**config.mk**
```make
export PLATFORM = sky130hd
export DESIGN_NAME = lbs_ctrl
export DESIGN_NICKNAME = d
export VERILOG_FILES = /design/src/sv/lbs_pkg.sv /design/src/sv/lbs_ctrl.sv
export SDC_FILE = /design/constraint.sdc
export NUM_CORES = 1
export LEC_CHECK = 0
export BUFFER_PORTS_ARGS = -buffer_cell sky130_fd_sc_hd__buf_2
export CAP_MARGIN = 20
export CORE_MARGIN = 5
export CORE_UTILIZATION = 50
export DETAILED_ROUTE_END_ITERATION = 16
export HOLD_SLACK_MARGIN = 0.1
export PLACE_DENSITY = 0.79
export SLEW_MARGIN = 25
export SYNTH_ARGS = -nofsm -noshare
export SYNTH_HDL_FRONTEND = slang
export SYNTH_SLANG_ARGS = --single-unit
```
**constraint.sdc**
```tcl
create_clock -name clk -period 2.7 [get_ports clk]
set_clock_uncertainty 0.2 [all_clocks]
set_input_delay 0.27 -clock clk [delete_from_list [all_inputs] [get_ports clk]]
set_output_delay 0.27 -clock clk [all_outputs]
set_load 0.01 [all_outputs]
```
**src/sv/lbs_pkg.sv**
```systemverilog
`timescale 1ns / 1ps
`default_nettype none

package lbs_pkg;

    // Stream widths
    localparam int S_TDATA_W = 160;
    localparam int S_TUSER_W = 2;
    localparam int M_TDATA_W = 96;
    localparam int M_TUSER_W = 1;
    localparam int CFG_W     = 9;

    // Input beat layout
    localparam int BONE_LSB     = 0;
    localparam int ELEM_LSB     = 8;
    localparam int VALUE_LSB    = 12;
    localparam int VX_LSB       = 44;
    localparam int VY_LSB       = 76;
    localparam int VZ_LSB       = 108;
    localparam int WEIGHT_LSB   = 140;
    localparam int TUSER_OP     = 0;
    localparam int TUSER_NORMAL = 1;

    // Operation codes
    localparam logic OP_LOAD = 1'b0;
    localparam logic OP_INFL = 1'b1;

    // Matrix shape and sequencer limits
    localparam int         MAT_ELEMS  = 12;
    localparam logic [3:0] LAST_ELEM  = 4'd11;
    localparam logic [5:0] MAC_LAST   = 6'd11;
    localparam logic [5:0] DRAIN_LAST = 6'd3;
    localparam logic [5:0] SQ_LAST    = 6'd2;
    localparam logic [5:0] SQRT_LAST  = 6'd32;
    localparam logic [5:0] DIV_LAST   = 6'd18;
    localparam logic [1:0] COMP_LAST  = 2'd2;

    // Arithmetic constants
    localparam logic [16:0] WEIGHT_ONE     = 17'd65536;
    localparam logic [7:0]  SHORT_SQ_LIMIT = 8'd43;

    typedef enum logic [3:0] {
        ST_IDLE,
        ST_MAC,
        ST_DRAIN,
        ST_NINIT,
        ST_SHIFT,
        ST_SQ,
        ST_SQRT,
        ST_DIV,
        ST_EMIT
    } state_t;

    typedef struct packed {
        logic       load_wr;
        logic       capture;
        logic       rd_issue;
        logic [3:0] rd_elem;
        logic       norm_init;
        logic       shift_step;
        logic       sq_step;
        logic [1:0] comp;
        logic       sqrt_init;
        logic       sqrt_step;
        logic       div_init;
        logic       div_step;
        logic       div_last;
        logic       emit;
    } cmd_t;

    typedef struct packed {
        logic op;
        logic bone_ok;
        logic item_normal;
        logic item_last;
        logic short_now;
        logic aligned;
        logic out_free;
    } sts_t;

    function automatic logic signed [31:0] sat32(input logic signed [49:0] x);
        logic signed [31:0] r;
        if ((&x[49:31]) || !(|x[49:31]))
            r = x[31:0];
        else if (x[49])
            r = 32'sh8000_0000;
        else
            r = 32'sh7FFF_FFFF;
        return r;
    endfunction

    function automatic logic signed [47:0] sat48(input logic signed [49:0] x);
        logic signed [47:0] r;
        if ((&x[49:47]) || !(|x[49:47]))
            r = x[47:0];
        else if (x[49])
            r = 48'sh8000_0000_0000;
        else
            r = 48'sh7FFF_FFFF_FFFF;
        return r;
    endfunction

endpackage

`default_nettype wire

```
**src/sv/lbs_ctrl.sv**
```systemverilog
`timescale 1ns / 1ps
`default_nettype none

module lbs_ctrl (
    input  logic          clk,
    input  logic          rst_n,
    input  logic          s_tvalid,
    output logic          s_tready,
    input  lbs_pkg::sts_t sts,
    output lbs_pkg::cmd_t cmd
);

    import lbs_pkg::*;

    state_t     state_reg, state_next;
    logic [5:0] cnt_reg, cnt_next;
    logic [1:0] comp_reg, comp_next;

    // State and counters
    always_ff @(posedge clk or negedge rst_n)
    begin
        if (!rst_n)
        begin
            state_reg <= ST_IDLE;
            cnt_reg   <= '0;
            comp_reg  <= '0;
        end
        else
        begin
            state_reg <= state_next;
            cnt_reg   <= cnt_next;
            comp_reg  <= comp_next;
        end
    end

    // Next state
    always_comb
    begin
        state_next = state_reg;
        cnt_next   = cnt_reg + 6'd1;
        comp_next  = comp_reg;
        unique case (state_reg)
            ST_IDLE:
            begin
                cnt_next = '0;
                if (s_tvalid && (sts.op == OP_INFL))
                begin
                    if (sts.bone_ok)
                        state_next = ST_MAC;
                    else if (sts.item_last)
                        state_next = ST_NINIT;
                end
            end
            ST_MAC:
            begin
                if (cnt_reg == MAC_LAST)
                begin
                    state_next = ST_DRAIN;
                    cnt_next   = '0;
                end
            end
            ST_DRAIN:
            begin
                if (cnt_reg == DRAIN_LAST)
                    state_next = sts.item_last ? ST_NINIT : ST_IDLE;
            end
            ST_NINIT:
            begin
                cnt_next   = '0;
                state_next = (!sts.item_normal || sts.short_now) ? ST_EMIT : ST_SHIFT;
            end
            ST_SHIFT:
            begin
                cnt_next = '0;
                if (sts.aligned)
                    state_next = ST_SQ;
            end
            ST_SQ:
            begin
                if (cnt_reg == SQ_LAST)
                begin
                    state_next = ST_SQRT;
                    cnt_next   = '0;
                end
            end
            ST_SQRT:
            begin
                if (cnt_reg == SQRT_LAST)
                begin
                    state_next = ST_DIV;
                    cnt_next   = '0;
                    comp_next  = '0;
                end
            end
            ST_DIV:
            begin
                if (cnt_reg == DIV_LAST)
                begin
                    cnt_next = '0;
                    if (comp_reg == COMP_LAST)
                        state_next = ST_EMIT;
                    else
                        comp_next = comp_reg + 2'd1;
                end
            end
            ST_EMIT:
            begin
                if (sts.out_free)
                    state_next = ST_IDLE;
            end
            default:
            begin
                state_next = ST_IDLE;
            end
        endcase
    end

    // Outputs
    always_comb
    begin
        s_tready       = (state_reg == ST_IDLE);
        cmd            = '0;
        cmd.load_wr    = s_tready && s_tvalid && (sts.op == OP_LOAD);
        cmd.capture    = s_tready && s_tvalid && (sts.op == OP_INFL);
        cmd.rd_issue   = (state_reg == ST_MAC);
        cmd.rd_elem    = cnt_reg[3:0];
        cmd.norm_init  = (state_reg == ST_NINIT);
        cmd.shift_step = (state_reg == ST_SHIFT) && !sts.aligned;
        cmd.sq_step    = (state_reg == ST_SQ);
        cmd.comp       = (state_reg == ST_SQ) ? cnt_reg[1:0] : comp_reg;
        cmd.sqrt_init  = (state_reg == ST_SQRT) && (cnt_reg == '0);
        cmd.sqrt_step  = (state_reg == ST_SQRT) && (cnt_reg != '0);
        cmd.div_init   = (state_reg == ST_DIV) && (cnt_reg == '0);
        cmd.div_step   = (state_reg == ST_DIV) && (cnt_reg != '0);
        cmd.div_last   = (cnt_reg == DIV_LAST);
        cmd.emit       = (state_reg == ST_EMIT) && sts.out_free;
    end

endmodule

`default_nettype wire

```
# Word-level counts from Yosys, hierarchy flattened
# Index checks and enable logic that the tools add are counted.
[classes] n_eq_ne=25 mux=24 n_reduce_logical=20 addsub=2 bitwise_logic=1
[op_table] operator="$mux W4" n=12
[op_table] operator="$pmux W4 S9" n=1
[op_table] operator="$pmux W6 S5" n=1
[op_table] operator="$mux W6" n=4
[op_table] operator="$eq A4 B3 Y1 const B" n=4
[op_table] operator="$ne A2 B2 Y1 const B" n=7
[op_table] operator="$eq A6 B2 Y1 const B" n=2
[op_table] operator="$logic_and A1 B1 Y1" n=10
[op_table] operator="$mux W2" n=5
[op_table] operator="$reduce_and A10 Y1" n=1
[op_table] operator="$eq A4 B2 Y1 const B" n=2
[op_table] operator="$add A6 B1 Y6 const B" n=1
[op_table] operator="$eq A6 B4 Y1 const B" n=1
[op_table] operator="$eq A6 B5 Y1 const B" n=1
[op_table] operator="$eq A6 B6 Y1 const B" n=1
[op_table] operator="$logic_not A6 Y1" n=1
[op_table] operator="$ne A2 B1 Y1 const B" n=3
[op_table] operator="$reduce_bool A6 Y1" n=1
[op_table] operator="$eq A4 B1 Y1 const B" n=1
[op_table] operator="$eq A4 B4 Y1 const B" n=1
[op_table] operator="$logic_not A4 Y1" n=1
[op_table] operator="$pmux W2 S2" n=1
[op_table] operator="$reduce_and A4 Y1" n=1
[op_table] operator="$ne A3 B1 Y1 const B" n=1
[op_table] operator="other kinds (7)" n=8
[word_totals] reg_bits=12 wordCells=75 output_inout_bits=19

# Depth between registers and ports, before layout
[logic_depth] word_depth=4 ltp_mapped=6 depth_no_buf=6

# Worst setup path after synthesis
# Ideal clock, no wire load.
[synth_path] path_type="register to register" startpoint="reg cnt_reg[3]" endpoint="reg state_reg[0]" t_arrival_ns=1.772 required_time_ns=2.374 stages_incl_launch_ff=7 path_slack_ns=0.602 setup_ns=0.126 period_less_slack_ns=2.098 path_cell_list="dfrtp_1 buf_6 nor4_4 a2111oi_1 a211o_1 or2_1 a221o_1"
[synth_via] elab_chain_cells=3
[synth_lines] element="start: declaration" line_no="lbs_ctrl.sv:16" rtl="logic [5:0] cnt_reg, cnt_next;"
[synth_lines] element="start signal: assignment" line_no="lbs_ctrl.sv:31" rtl="cnt_reg <= cnt_next;"
[synth_lines] element="$eq A6 B2 Y1, or another cell as far along" line_no="lbs_ctrl.sv:64" rtl="if (cnt_reg == DRAIN_LAST)"
[synth_lines] element="$ne A2 B2 Y1 (no source line) / $ne A2 B1 Y1 (equally long branches)"
[synth_lines] element="$reduce_and A10 Y1 (no source line) *"
[synth_lines] element="end signal: assignment" line_no="lbs_ctrl.sv:30" rtl="state_reg <= state_next;"
[synth_lines] element="end: declaration" line_no="lbs_ctrl.sv:15" rtl="state_t state_reg, state_next;"
# Every way passes the cells marked *; elsewhere a longest branch is shown, timed or not.
# A chain may end at the register's enable or synchronous reset.

==> impl_metrics.yaml <==
detailed_routing:
  ant_nets: 0
  drc: 0
  drt_iter0_drc: 47
  drt_wl_total_um: 2450
  num_vias: 1001
  wl_per_cell_um: 14.8
  drt_pass1_iterations: 4
  via_per_inst: 6.03
floorplan:
  die_w_um: 54.0
  rows: 15
  coreArea_sq_um: 1780
  die_y_um: 54.0
  ios: 29
  dieArea_sq_um: 2910
  start_util_pct: 54.2
logic_synthesis:
  syn_inst: 116
  yosys-top-cells-count: "nor2_1 (21), dfrtp_1 (12), nand2_1 (9), nor3_1 (6), inv_1 (5)"
  syn_avg_cell_area_sq_um: 8.33
  yosysTopAreaCell: "dfrtp_1"
  synthTopCellsByArea: "dfrtp_1 (31%), nor2_1 (8.2%), ha_1 (5.2%), nand2_1 (3.5%), mux2_1 (3.5%)"
  synth.distinct_cells: 43
  synth_seq_area_share_pct: 31.1
  synth_edf_count: 0
  synth-seq-cells: 12
  synthArstFlopShare_pct: 100
  syn_nets: 130
  yosys.area.top_type_share_pct: 31.1
  yosysWarnings: 0
  syn_area_sq_um: 966
  synth_top_flop_cell: "dfrtp_1"
  synth_most_common_cell: "nor2_1"
run:
  max_cap_violations: 0
cells_and_area:
  syn_to_final_growth_pct: 17.4
  antenna_cells: 0
  layout-drive-gt1-share_pct: 25.5
  design_area_sq_um: 1130
  largest_reg_flops: 6
  final_nets: 156
grt:
  grt_pass1_wl_um: 4000
  grt_overflow: 0
  grt_pass1_vias: 896
  antenna_found_initial: 0
  grt_use_total_pct: 18.9
  grt_max_degree: 17
timing:
  rsz0062_at_grt: "false"
  fin_crit_sh_pct: 89.3
  fmax_mhz: 415
  finalHoldViolCount: 0
  slew_headroom_pct: 58.1
  tns_ns: 0
  maxSlewViolCount: 0
  tightest_slew_ns: 0.624
  setup_viol: 0
  fin_crit_ns: 2.41
cts:
  cts_resized: 0
  cts_max_level: 1
  clk_pin_slew_ns: 0.09
  cts.sinks: 12
  cts_buffers: 3
  insertion_delay_ns: 0.28
  root_buffer: "clkbuf_4"
  cts_tree: "yes"
  cts_buffer_depth: 2
critical_path:
  slowest_stage: "dfrtp_1"
  critPathTopFamily: "flip-flops"
  worstSetupPathType: "reg2out"
  slowest_delay_ns: 0.64
  path_cells: "nand2_1, nor2_1, mux2_1, buf_2"
  crit_required_ns: 2.23
  cp_max_fo: 16
  critPathCaptureType: "output port"
  cp-start-kind: "register"
  critPathArrivalTime_ns: 1.94
  critPathBufInv: 1
status:
  status: "complete, no violations"
power:
  seqPwrFrac_pct: 31.3
  p_clk_share_pct: 13.0
  combPwrFrac_pct: 55.8
  p_int_w: 0.000600
  p_sw_share_pct: 49.3
  vdd_drop_max_mv: 0.527
  power_density_nw_per_um2: 1040
  leakage_nw: 0.586
  power_switching_w: 0.000583
placement:
  hpwl_um: 1830
  portBuffers: 28
  dpl_cell_area_sq_um: 1080
  gp_congestion: 0.927
min_path:
  hold_class: "in2reg"
-- power by group through the flow --
stage | registers (W) | logic (W) | clock network (W)
CTS | 0.000362 | 0.000656 | 0.000153
global placement | 0.000365 | 0.000636 | 0
finish | 0.000370 | 0.000660 | 0.000154
global route | 0.000382 | 0.000730 | 0.000165
floorplan | 0.000280 | 0.000581 | 0
detailed placement | 0.000367 | 0.000650 | 0
-- worst reg2reg max path, stage by stage (launching register included) --
cell and delay, ns:
dfrtp_1 0.50, nor4_4 0.38, a2111oi_1 0.13, a211o_1 0.33, or2_1 0.28, a221o_1 0.30
-- per-layer routing --
| metal | share of wire (%) | wire length [um] | global-route usage, % | up-vias |
|---|---|---|---|---|
| met1 | 42 | 1040 | 26.1 | 474 |
| li1 | - | - | - | 463 |
| met2 | 48 | 1170 | 29.2 | 58 |
| met3 | 9.3 | 228 | 4.43 | 6 |
| met4 | 0.73 | 18 | 5.11 | 0 |
| met5 | 0 | 0 | 0 | - |
-- cells by family (layout without fill, tap and decap cells) --
group                    count (synthesis)  count (layout)  share of synthesized area [%]
AO/OA/AOI/OAI                           19              19                           15.5
multiplexers                             3               3                           3.50
AND/OR/NAND/NOR                         60              60                           32.9
flip-flops                              12              12                           31.1
adder cells (fa/ha/maj)                  4               4                           5.18
XOR/XNOR                                 4               4                           3.63
buffers and inverters                   14              39                           8.16
-- path summary, 6_finish.rpt --
check / startpoint / to / depth (start not counted) / slack [ns]
worst max-delay path: state_reg[2] / cmd[7] / 4 / 0.29
worst min-delay path: sts[4] / state_reg[3] / 3 / 0.12
worst max register to register: cnt_reg[3] / state_reg[0] / 5 / 0.48
worst min register to register: comp_reg[0] / comp_reg[0] / 1 / 0.34
max in group asynchronous: rst_n / cnt_reg[5] / 2 / 1.88
min in group asynchronous: rst_n / state_reg[1] / 2 / 0.19
-- per-stage QoR --
step / setup WS [ns] / utilization [%] / hold WS (ns) / cells / total power (W)
after floorplan: 0.602 / - / -0.226 / 116 / 0.000861
after global placement: 0.547 / 60.4 / -0.0340 / 160 / 0.00100
after detailed placement: 0.502 / 60.4 / -0.0280 / 160 / 0.00102
after CTS: 0.320 / 63.6 / 0.121 / 166 / 0.00117
after global routing: 0.119 / 63.6 / 0.133 / 166 / 0.00128
final: 0.288 / 63.6 / 0.123 / 166 / 0.00118
-- what timing repair did --
item | CTS | global route
setup buffers | 0 | 0
hold buffers | 2 | 0
endpoints found under the hold margin | 13 | 0
-- cell usage in the layout, fill, tap and decap left out, types with 3 or more instances in the layout --
cell type	instances
inv_1	5
buf_2	28
clkbuf_4	3
nand3_1	3
ha_1	4
nor2_1	21
mux2_1	3
dfrtp_1	12
nand2_1	9
nand4_1	3
a211o_1	3
nor3_1	6
and3_1	4
-- area by class of cell --
type / instances / area (sq um)
Multi-Input combinational cell: 90 / 587
Fill cell: 155 / 649
Clock buffer: 4 / 36.3
Sequential cell: 12 / 300
Timing Repair Buffer: 30 / 160
Tap cell: 25 / 31.3
Inverter: 5 / 18.8
Power figures use the tool's default switching activity.
